==> src/sv/smd_pkg.sv <==
`default_nettype none
package smd_pkg;

    localparam int unsigned WordW  = 32;
    localparam int unsigned SplitW = 15;

    typedef enum logic [1:0] {
        OP_MULT_ADD  = 2'd0,
        OP_DIV_N     = 2'd1,
        OP_FRAC      = 2'd2,
        OP_FRAC_RND  = 2'd3
    } t_op;

    typedef enum logic [9:0] {
        S_IDLE  = 10'b0000000001,
        S_SETUP = 10'b0000000010,
        S_DIV1  = 10'b0000000100,
        S_DIV2  = 10'b0000001000,
        S_MUL1  = 10'b0000010000,
        S_MUL2  = 10'b0000100000,
        S_DIVA  = 10'b0001000000,
        S_DIVB  = 10'b0010000000,
        S_OUT   = 10'b0100000000,
        S_SPARE = 10'b1000000000
    } t_state;

    function automatic logic [WordW-1:0] mag(input logic [WordW-1:0] a);
        mag = a[WordW-1] ? (~a + 1'b1) : a;
    endfunction

    function automatic logic [WordW-1:0] neg_if(input logic s, input logic [WordW-1:0] a);
        neg_if = s ? (~a + 1'b1) : a;
    endfunction

endpackage
`default_nettype wire

==> src/sv/smd_mul.sv <==
`default_nettype none
module smd_mul
    import smd_pkg::*;
(
    input  wire logic             i_clk,
    input  wire logic             i_rst_n,
    input  wire logic             i_go,
    input  wire logic [WordW-1:0] i_a,
    input  wire logic [WordW-1:0] i_b,
    output logic                  o_done,
    output logic [WordW-1:0]      o_prod
);
    // shift-add, one multiplier bit per cycle, stops when multiplier runs out
    logic             r_busy, r_done;
    logic [WordW-1:0] r_a, r_b, r_acc;

    always_ff @(posedge i_clk) begin
        if (!i_rst_n) begin
            r_busy <= 1'b0;
            r_done <= 1'b0;
        end else begin
            r_done <= 1'b0;
            if (i_go) begin
                r_busy <= 1'b1;
            end else if (r_busy && r_b == '0) begin
                r_busy <= 1'b0;
                r_done <= 1'b1;
            end
        end
    end

    always_ff @(posedge i_clk) begin
        if (i_go) begin
            r_a   <= i_a;
            r_b   <= i_b;
            r_acc <= '0;
        end else if (r_busy && r_b != '0) begin
            if (r_b[0]) begin
                r_acc <= r_acc + r_a;
            end
            r_a <= {r_a[WordW-2:0], 1'b0};
            r_b <= {1'b0, r_b[WordW-1:1]};
        end
    end

    assign o_done = r_done;
    assign o_prod = r_acc;
endmodule
`default_nettype wire

==> src/sv/smd_div.sv <==
`default_nettype none
module smd_div
    import smd_pkg::*;
(
    input  wire logic             i_clk,
    input  wire logic             i_rst_n,
    input  wire logic             i_go,
    input  wire logic [WordW-1:0] i_num,
    input  wire logic [WordW-1:0] i_den,
    output logic                  o_done,
    output logic [WordW-1:0]      o_quo,
    output logic [WordW-1:0]      o_rem
);
    // restoring division, one quotient bit per cycle
    localparam int unsigned CntW = $clog2(WordW + 1);

    logic [CntW-1:0]  r_cnt;
    logic             r_done;
    logic [WordW-1:0] r_rem, r_quo, r_den;
    logic [WordW:0]   trial, shifted;

    assign shifted = {r_rem, r_quo[WordW-1]};
    assign trial   = shifted - {1'b0, r_den};

    always_ff @(posedge i_clk) begin
        if (!i_rst_n) begin
            r_cnt  <= '0;
            r_done <= 1'b0;
        end else begin
            r_done <= 1'b0;
            if (i_go) begin
                r_cnt <= CntW'(WordW);
            end else if (r_cnt != '0) begin
                r_cnt <= r_cnt - 1'b1;
                if (r_cnt == CntW'(1)) begin
                    r_done <= 1'b1;
                end
            end
        end
    end

    always_ff @(posedge i_clk) begin
        if (i_go) begin
            r_rem <= '0;
            r_quo <= i_num;
            r_den <= i_den;
        end else if (r_cnt != '0) begin
            r_rem <= trial[WordW] ? shifted[WordW-1:0] : trial[WordW-1:0];
            r_quo <= {r_quo[WordW-2:0], ~trial[WordW]};
        end
    end

    assign o_done = r_done;
    assign o_quo  = r_quo;
    assign o_rem  = r_rem;
endmodule
`default_nettype wire

==> src/sv/scaled_muldiv_unit.sv <==
// scaled_muldiv_unit: 32-bit scaled integer arithmetic, one operation per transaction
// input stream: s_axis tuser carries req_type, tdata carries clear_error, operand_x,
//   operand_n, operand_y, mag_limit and operand_d
// output stream: m_axis tdata carries result, remainder and the sticky err_flag
// one input transaction gives exactly one output transaction, in order
// work is done by a shared serial multiplier, which stops when its multiplier operand
//   runs out, and a shared restoring divider
//   mult_add: 2 divides + 1 multiply on n
//   divide by n: 1 divide
//   x*n/d: multiplies on 15 and 17 bits of x plus 2 divides
//   zero divisor / zero n shortcuts go straight to the output state
// one operation is in flight at a time; s_tready is high only while idle, so the next
//   input is taken at the earliest in the cycle after the result is registered
// the finished transaction sits in an output register, so a new input can be taken
//   while the receiver stalls; the next result waits until that register drains
// reset clears the error flag, the remainder register and all handshake state
`default_nettype none
module scaled_muldiv_unit
    import smd_pkg::*;
(
    input  wire logic         i_clk,
    input  wire logic         i_rst_n,
    input  wire logic         i_s_tvalid,
    output logic              o_s_tready,
    input  wire logic [159:0] i_s_tdata,  // clear_error, operand_x, operand_n, operand_y,
                                          // mag_limit, operand_d
    input  wire logic [1:0]   i_s_tuser,  // req_type
    output logic              o_m_tvalid,
    input  wire logic         i_m_tready,
    output logic [71:0]       o_m_tdata   // result, remainder, err_flag, zero pad
);

    t_state r_state, n_state;

    // captured operation
    logic [1:0]       r_op;
    logic [WordW-1:0] r_x, r_n, r_y, r_d;
    logic [30:0]      r_mx;
    logic             r_neg;      // sign fix-up for the final result and remainder
    logic             r_xneg;     // divide by n: dividend was negative
    logic             r_ovf;

    // architectural state
    logic             r_err;
    logic [WordW-1:0] r_remreg;

    // work registers
    logic [WordW-1:0] r_res, r_t, r_u, r_q1;
    logic             r_sq, r_sr;  // signs of quotient and remainder of a signed divide

    // output register
    logic             r_ovalid;
    logic [71:0]      r_odata;

    // sub-unit handshake
    logic             mul_go, div_go, mul_done, div_done;
    logic [WordW-1:0] mul_a, mul_b, div_num, div_den, prod, uquo, urem;
    logic [WordW-1:0] sq_val, sr_val;

    logic             acc;
    assign acc = i_s_tvalid && (r_state == S_IDLE);

    smd_mul u_mul (
        .i_clk   (i_clk),
        .i_rst_n (i_rst_n),
        .i_go    (mul_go),
        .i_a     (mul_a),
        .i_b     (mul_b),
        .o_done  (mul_done),
        .o_prod  (prod)
    );

    smd_div u_div (
        .i_clk   (i_clk),
        .i_rst_n (i_rst_n),
        .i_go    (div_go),
        .i_num   (div_num),
        .i_den   (div_den),
        .o_done  (div_done),
        .o_quo   (uquo),
        .o_rem   (urem)
    );

    // signed view of the last divide
    assign sq_val = neg_if(r_sq, uquo);
    assign sr_val = neg_if(r_sr, urem);

    // next-state values
    logic [WordW-1:0] n_x, n_n, n_res, n_t, n_u, n_q1, n_remreg;
    logic             n_err, n_neg, n_xneg, n_ovf, n_sq, n_sr;
    logic [WordW-1:0] sa, sb, xa, v, uf, mxw;
    logic             fire;

    assign mxw = {1'b0, r_mx};

    always_comb begin
        n_state  = r_state;
        n_x      = r_x;
        n_n      = r_n;
        n_res    = r_res;
        n_t      = r_t;
        n_u      = r_u;
        n_q1     = r_q1;
        n_remreg = r_remreg;
        n_err    = r_err;
        n_neg    = r_neg;
        n_xneg   = r_xneg;
        n_ovf    = r_ovf;
        n_sq     = r_sq;
        n_sr     = r_sr;
        mul_go   = 1'b0;
        mul_a    = r_x;
        mul_b    = r_n;
        div_go   = 1'b0;
        sa       = '0;
        sb       = '0;
        xa       = '0;
        v        = '0;
        uf       = '0;
        fire     = 1'b0;
        case (r_state)
            S_IDLE: begin
                if (acc) begin
                    n_state = S_SETUP;
                    if (i_s_tdata[0]) begin
                        n_err = 1'b0;
                    end
                end
            end
            S_SETUP: begin
                case (r_op)
                    OP_MULT_ADD: begin
                        if (r_n == '0) begin
                            n_res   = r_y;
                            n_state = S_OUT;
                        end else begin
                            n_x     = neg_if(r_n[WordW-1], r_x);
                            n_n     = neg_if(r_n[WordW-1], r_n);
                            sa      = mxw - r_y;
                            sb      = n_n;
                            fire    = 1'b1;
                            n_state = S_DIV1;
                        end
                    end
                    OP_DIV_N: begin
                        if (r_n == '0) begin
                            n_err    = 1'b1;
                            n_remreg = r_x;
                            n_res    = '0;
                            n_state  = S_OUT;
                        end else begin
                            n_neg   = r_n[WordW-1];
                            xa      = neg_if(r_n[WordW-1], r_x);
                            n_n     = neg_if(r_n[WordW-1], r_n);
                            n_xneg  = xa[WordW-1];
                            sa      = neg_if(xa[WordW-1], xa);
                            sb      = n_n;
                            fire    = 1'b1;
                            n_state = S_DIV1;
                        end
                    end
                    default: begin
                        if (r_d == '0) begin
                            n_err   = 1'b1;
                            n_res   = '0;
                            n_state = S_OUT;
                        end else begin
                            n_x     = mag(r_x);
                            n_n     = (r_op == OP_FRAC) ? r_n : mag(r_n);
                            n_neg   = (r_op == OP_FRAC) ? r_x[WordW-1]
                                                        : (r_x[WordW-1] ^ r_n[WordW-1]);
                            mul_go  = 1'b1;
                            mul_a   = n_n;
                            mul_b   = {{(WordW-SplitW){1'b0}}, n_x[SplitW-1:0]};
                            n_state = S_MUL1;
                        end
                    end
                endcase
            end
            S_DIV1: begin
                if (div_done) begin
                    if (r_op == OP_MULT_ADD) begin
                        n_q1    = sq_val;
                        sa      = mxw + r_y;
                        sb      = r_n;
                        fire    = 1'b1;
                        n_state = S_DIV2;
                    end else begin
                        n_res    = neg_if(r_xneg, sq_val);
                        n_remreg = neg_if(r_neg, neg_if(r_xneg, sr_val));
                        n_state  = S_OUT;
                    end
                end
            end
            S_DIV2: begin
                if (div_done) begin
                    n_t     = sq_val;
                    mul_go  = 1'b1;
                    mul_a   = r_x;
                    mul_b   = r_n;
                    n_state = S_MUL1;
                end
            end
            S_MUL1: begin
                if (mul_done) begin
                    if (r_op == OP_MULT_ADD) begin
                        if ($signed(r_x) <= $signed(r_q1)
                            && $signed(~r_x + 1'b1) <= $signed(r_t)) begin
                            n_res = prod + r_y;
                        end else begin
                            n_err = 1'b1;
                            n_res = '0;
                        end
                        n_state = S_OUT;
                    end else begin
                        n_t     = prod;
                        mul_go  = 1'b1;
                        mul_a   = r_n;
                        mul_b   = {{SplitW{1'b0}}, r_x[WordW-1:SplitW]};
                        n_state = S_MUL2;
                    end
                end
            end
            S_MUL2: begin
                if (mul_done) begin
                    n_u     = prod + {{SplitW{1'b0}}, r_t[WordW-1:SplitW]};
                    n_sq    = 1'b0;
                    n_sr    = 1'b0;
                    div_go  = 1'b1;
                    n_state = S_DIVA;
                end
            end
            S_DIVA: begin
                if (div_done) begin
                    // high quotient of 2^15 or more overflows the split
                    n_ovf = (uquo[WordW-1:SplitW] != '0);
                    if (uquo[WordW-1:SplitW] == '0) begin
                        n_u = {uquo[WordW-SplitW-1:0], {SplitW{1'b0}}};
                    end
                    v       = {urem[WordW-SplitW-1:0], r_t[SplitW-1:0]};
                    div_go  = 1'b1;
                    n_state = S_DIVB;
                end
            end
            S_DIVB: begin
                if (div_done) begin
                    uf = r_ovf ? r_u : (r_u + uquo);
                    if (r_ovf) begin
                        n_err = 1'b1;
                    end
                    if (r_op == OP_FRAC) begin
                        n_remreg = neg_if(r_neg, urem);
                    end else if (urem >= (r_d - urem)) begin
                        uf = uf + 1'b1;
                    end
                    n_res   = neg_if(r_neg, uf);
                    n_state = S_OUT;
                end
            end
            S_OUT: begin
                if (!r_ovalid || i_m_tready) begin
                    n_state = S_IDLE;
                end
            end
            default: n_state = S_IDLE;
        endcase
        // signed divide launch
        if (fire) begin
            div_go = 1'b1;
            n_sq   = sa[WordW-1] ^ sb[WordW-1];
            n_sr   = sa[WordW-1];
        end
    end

    // divider operands: signed path uses magnitudes, fraction path is unsigned
    always_comb begin
        if (r_state == S_DIVA) begin
            div_num = v;
            div_den = r_d;
        end else if (r_state == S_MUL2) begin
            div_num = n_u;
            div_den = r_d;
        end else begin
            div_num = mag(sa);
            div_den = mag(sb);
        end
    end

    always_ff @(posedge i_clk) begin
        if (!i_rst_n) begin
            r_state  <= S_IDLE;
            r_err    <= 1'b0;
            r_remreg <= '0;
            r_ovalid <= 1'b0;
        end else begin
            r_state  <= n_state;
            r_err    <= n_err;
            r_remreg <= n_remreg;
            if (r_state == S_OUT && (!r_ovalid || i_m_tready)) begin
                r_ovalid <= 1'b1;
            end else if (i_m_tready) begin
                r_ovalid <= 1'b0;
            end
        end
    end

    always_ff @(posedge i_clk) begin
        if (acc) begin
            r_op <= i_s_tuser;
            r_x  <= i_s_tdata[32:1];
            r_n  <= i_s_tdata[64:33];
            r_y  <= i_s_tdata[96:65];
            r_mx <= i_s_tdata[127:97];
            r_d  <= i_s_tdata[159:128];
        end else begin
            r_x <= n_x;
            r_n <= n_n;
        end
        r_res  <= n_res;
        r_t    <= n_t;
        r_u    <= n_u;
        r_q1   <= n_q1;
        r_neg  <= n_neg;
        r_xneg <= n_xneg;
        r_ovf  <= n_ovf;
        r_sq   <= n_sq;
        r_sr   <= n_sr;
        if (r_state == S_OUT && (!r_ovalid || i_m_tready)) begin
            r_odata <= {7'd0, r_err, r_remreg, r_res};
        end
    end

    assign o_s_tready = (r_state == S_IDLE);
    assign o_m_tvalid = r_ovalid;
    assign o_m_tdata  = r_odata;

endmodule
`default_nettype wire

==> config.mk <==
export PLATFORM = sky130hd
export DESIGN_NAME = scaled_muldiv_unit
export DESIGN_NICKNAME = d
export VERILOG_FILES = /design/src/sv/smd_pkg.sv /design/src/sv/smd_mul.sv /design/src/sv/smd_div.sv /design/src/sv/scaled_muldiv_unit.sv
export SDC_FILE = /design/constraint.sdc
export NUM_CORES = 2
export LEC_CHECK = 0
export ABC_CLOCK_PERIOD_IN_PS = 8700
export BUFFER_PORTS_ARGS = -buffer_cell sky130_fd_sc_hd__buf_2
export CORE_MARGIN = 2
export CORE_UTILIZATION = 40
export DETAILED_ROUTE_END_ITERATION = 16
export PLACE_DENSITY = 0.66
export SETUP_SLACK_MARGIN = 0.4
export SYNTH_ARGS = -nofsm -noshare
export SYNTH_HDL_FRONTEND = slang
export SYNTH_HIERARCHICAL = 1
export SYNTH_SLANG_ARGS = --single-unit
==> constraint.sdc <==
create_clock -name i_clk -period 8.7 [get_ports i_clk]
set_input_delay 2.61 -clock i_clk [delete_from_list [all_inputs] [get_ports i_clk]]
set_output_delay 2.61 -clock i_clk [all_outputs]
set_load 0.1 [all_outputs]
==> impl_metrics.env <==
export IMPL_path_cells="nor2_1, and4_1, nand3_1, nor3b_1, ha_1, nand2_1, o21ai_1, inv_1, nand2_1, xnor2_1, o221ai_1, inv_1, ha_1, inv_1, nor4_2, nand4_1, nor3b_1, o211ai_1, or3_1, nand4b_1, o31a_1, xnor2_1, o211ai_1, mux2_2"
export IMPL_end_kind="register"
export IMPL_hold_violations=0
export IMPL_crit_fanout=13
export IMPL_drtIter0Drc=7283
export IMPL_synth_cell_type_count=120
export IMPL_finalWirelength_um=232000
export IMPL_ys_warnings_count=6
export IMPL_grt_pass1_vias=48900
export IMPL_instances_no_fill=8396
export IMPL_syn_area_um2=54300
export IMPL_worstPathRequired_ns=9.16
export IMPL_viasPerCell=6.39
export IMPL_postCtsHoldBufs=0
export IMPL_cp_endpoint="u_div/o_quo[28]"
export IMPL_coreArea_um2=135000
export IMPL_path_class="reg -> reg"
export IMPL_cts_tree="built"
export IMPL_final_max_slew_violation_count=0
export IMPL_root_buffer="clkbuf_16"
export IMPL_finalNetCount=7064
export IMPL_clkSinkCount=603
export IMPL_final_area_um2=59900
export IMPL_wl_per_cell_um=27.6
export IMPL_synth_seq_cells=603
export IMPL_path_buf_inv=3
export IMPL_synth_cells=6488
export IMPL_status="finished clean"
export IMPL_async_flop_share_pct=0
export IMPL_grt_max_degree=78
export IMPL_final_cell_mix="nand2_1 (700), nor2_1 (519), edfxtp_1 (455)"
export IMPL_cts_buffers=75
export IMPL_drv_cap=0
export IMPL_die_y_um=372
export IMPL_fin_crit_sh_pct=90.5
export IMPL_max_freq_ghz=0.127
export IMPL_critPathSlowestCell="edfxtp_1"
export IMPL_dpl_cell_count=8252
export IMPL_grt_overflow=0
export IMPL_drc=0
export IMPL_start_kind="register"
export IMPL_hpwl_um=180000
export IMPL_clock_latency_ns=0.71
export IMPL_grt_use_total_pct=32.2
export IMPL_rows=135
export IMPL_cp_common_cell="inv_1"
export IMPL_cp_top_family="simple AND/OR/NAND/NOR gates"
export IMPL_synth_ff_type="edfxtp_1"
export IMPL_drive_gt1_share_pct=11.7
export IMPL_hp_class="reg -> reg"
export IMPL_utilization_pct=44.3
export IMPL_antenna_found_initial=21
export IMPL_rsz0062_at_grt="false"
export IMPL_vias=53600
export IMPL_fin_crit_ns=7.87
export IMPL_dieArea_um2=139000
export IMPL_p_leak_nw=23.4
export IMPL_path_clk_slew_ns=0.06
export IMPL_synth_edf_count=455
export IMPL_fill_cells=13400
export IMPL_mostFrequentLayoutCell="nand2_1"
export IMPL_syn_avg_cell_area_um2=8.37
export IMPL_cp_startpoint="r_x[3]"
export IMPL_cellPowerDensity_nw_per_um2=375
export IMPL_fin_skew_ns=0.0422
export IMPL_die_w_um=372
export IMPL_dpl_worst_slack_ns=0.691
export IMPL_clockBufferDepth=3
export IMPL_path_depth=24
export IMPL_gp_congestion=1.02
export IMPL_cp_data_arrival_time_ns=8.33
export IMPL_r2r_start="r_x[3]"
export IMPL_syn_to_final_growth_pct=10.2
export IMPL_io_pins=240
export IMPL_placed_area_um2=57200
export IMPL_tns_ns=0
export IMPL_initial_utilization_pct=40.2
export IMPL_yosysSeqAreaShare_pct=30.6
export IMPL_final_antenna_net_count=0
export IMPL_worstMarginPinSlew_ns=1.36
export IMPL_htreeDepth=3
export IMPL_drtPass1Iterations=8
export IMPL_io_buffers=232
export IMPL_worst_slack_ns=0.830
export IMPL_r2r_cells=24
export IMPL_relSlewSlack_pct=8.62
export IMPL_setup_viol=0
export IMPL_hold_start="r_res[15]"
export IMPL_grt_pass1_wl_um=331000
export IMPL_vdd_ir_drop_max_mv=0.210
export IMPL_rrSetupSlack_ns=0.83
export IMPL_hold_path_cell_count=0
export IMPL_slowest_delay_ns=0.67
export IMPL_timing_rr_end="u_div/o_quo[28]"
what timing repair did:
action | CTS | global route
buffers inserted | 0 | 0
setup endpoints to repair | 0 | 16
gates resized for setup | 0 | 10
cell families (layout without fill, tap and decap cells):
group,after synthesis,after routing,share of synthesized area (%)
xor gates and xnor gates,605,605,9.77
AOI/OAI and AO/OA,1891,1891,23.4
buffers and inverters,687,803,5.18
DFF,603,603,30.6
and+or+nand+nor,2190,2190,19.7
other,1,12,0.00690
muxes,161,161,3.24
adders and majority gates,350,350,8.17
per-layer routing:
layer	up-vias	global-route usage, %	part of all wire [%]
met5	-	0	0.031
met4	10	16.2	5.5
met3	549	5.64	10
met2	3116	48.4	43
met1	25800	44.4	41
li1	24100	-	-
worst register-to-register path: stages, from the launching register on:
cell and delay, ns:
edfxtp_1 0.67, nor2_1 0.59, and4_1 0.54, nand3_1 0.37, nor3b_1 0.31, ha_1 0.33, nand2_1 0.11, o21ai_1 0.09
inv_1 0.39, nand2_1 0.13, xnor2_1 0.31, o221ai_1 0.18, inv_1 0.11, ha_1 0.17, inv_1 0.07, nor4_2 0.32
nand4_1 0.16, nor3b_1 0.37, o211ai_1 0.26, or3_1 0.47, nand4b_1 0.31, o31a_1 0.39, xnor2_1 0.51, o211ai_1 0.18
mux2_2 0.29
cell usage after synthesis (34+ instances only):
library cell    n  area (um2)
nand2_1       705        2650
nor2b_1        41         257
or3_1          65         407
nand2b_1       85         532
nand3_1       150         751
a221oi_1       39         342
or4_1          34         255
dfxtp_1       148        2960
o21a_1         54         405
edfxtp_1      455       13700
mux2i_1        44         440
a211oi_1       74         556
nor3_1        166         831
a31oi_1        73         457
a22oi_1        68         510
o211ai_1       86         646
o21ai_0       422        2110
inv_1         292        1100
or2_2          36         225
a21o_1        128         961
xnor2_1       416        3640
a21oi_1       443        2220
nor2_1        525        1970
o31ai_1        93         698
o221ai_1       34         298
clkbuf_1      309        1160
ha_1          342        4280
and3_1         67         419
mux2_2        115        1290
and2_1         35         219
nor4_1         80         500
nand4_1        77         482
xor2_1        188        1650
state kept, by name, indices dropped and copies added, names as in the netlist, 31 cells and up:
| name | flops |
|---|---|
| r_remreg | 32 |
| r_y | 32 |
| r_x | 32 |
| u_div/o_quo | 32 |
| u_mul/r_b | 32 |
| u_mul/o_prod | 32 |
| r_d | 32 |
| r_res | 32 |
| o_m_tdata | 65 |
| r_u | 32 |
| u_div/o_rem | 32 |
| u_mul/r_a | 32 |
| u_div/r_den | 32 |
| r_mx | 31 |
| r_t | 32 |
| r_q1 | 32 |
| r_n | 32 |
power breakdown:
group	internal, mW	switching, mW	leakage [nW]
clock network	2.02	1.42	1.29
logic	4.83	8.64	16.7
registers	4.06	1.49	5.39
total	10.9	11.5	23.4
worst min path at each step:
| stage | slack, ns | to |
|---|---|---|
| 2_1_floorplan | 0.40 | o_m_tdata[0] |
| 3_3_place_gp | 0.41 | o_m_tdata[15] |
| 3_5_place_dp | 0.41 | o_m_tdata[15] |
| 4_1_cts | 0.42 | o_m_tdata[15] |
| 5_1_grt | 0.43 | o_m_tdata[13] |
| 6_report | 0.42 | o_m_tdata[15] |
cell type report:
type	count	area [um2]	area share (%)
clock inverter	48	621	1.04
clock buffer	91	2010	3.36
tap	1781	2230	3.72
sequential	603	16600	27.8
inverter	296	1110	1.86
multi-input combinational	5204	35100	58.6
timing repair buffer	368	2180	3.65
antenna	5	12.5	0.0209
through the flow:
stage	hold slack (ns)	total power [mW]
floorplan	0.400	14.1
CTS	0.421	22.0
detailed placement	0.407	18.5
global route	0.427	23.5
global placement	0.405	18.4
finish	0.420	22.5
(Power assumes the default switching activity.)
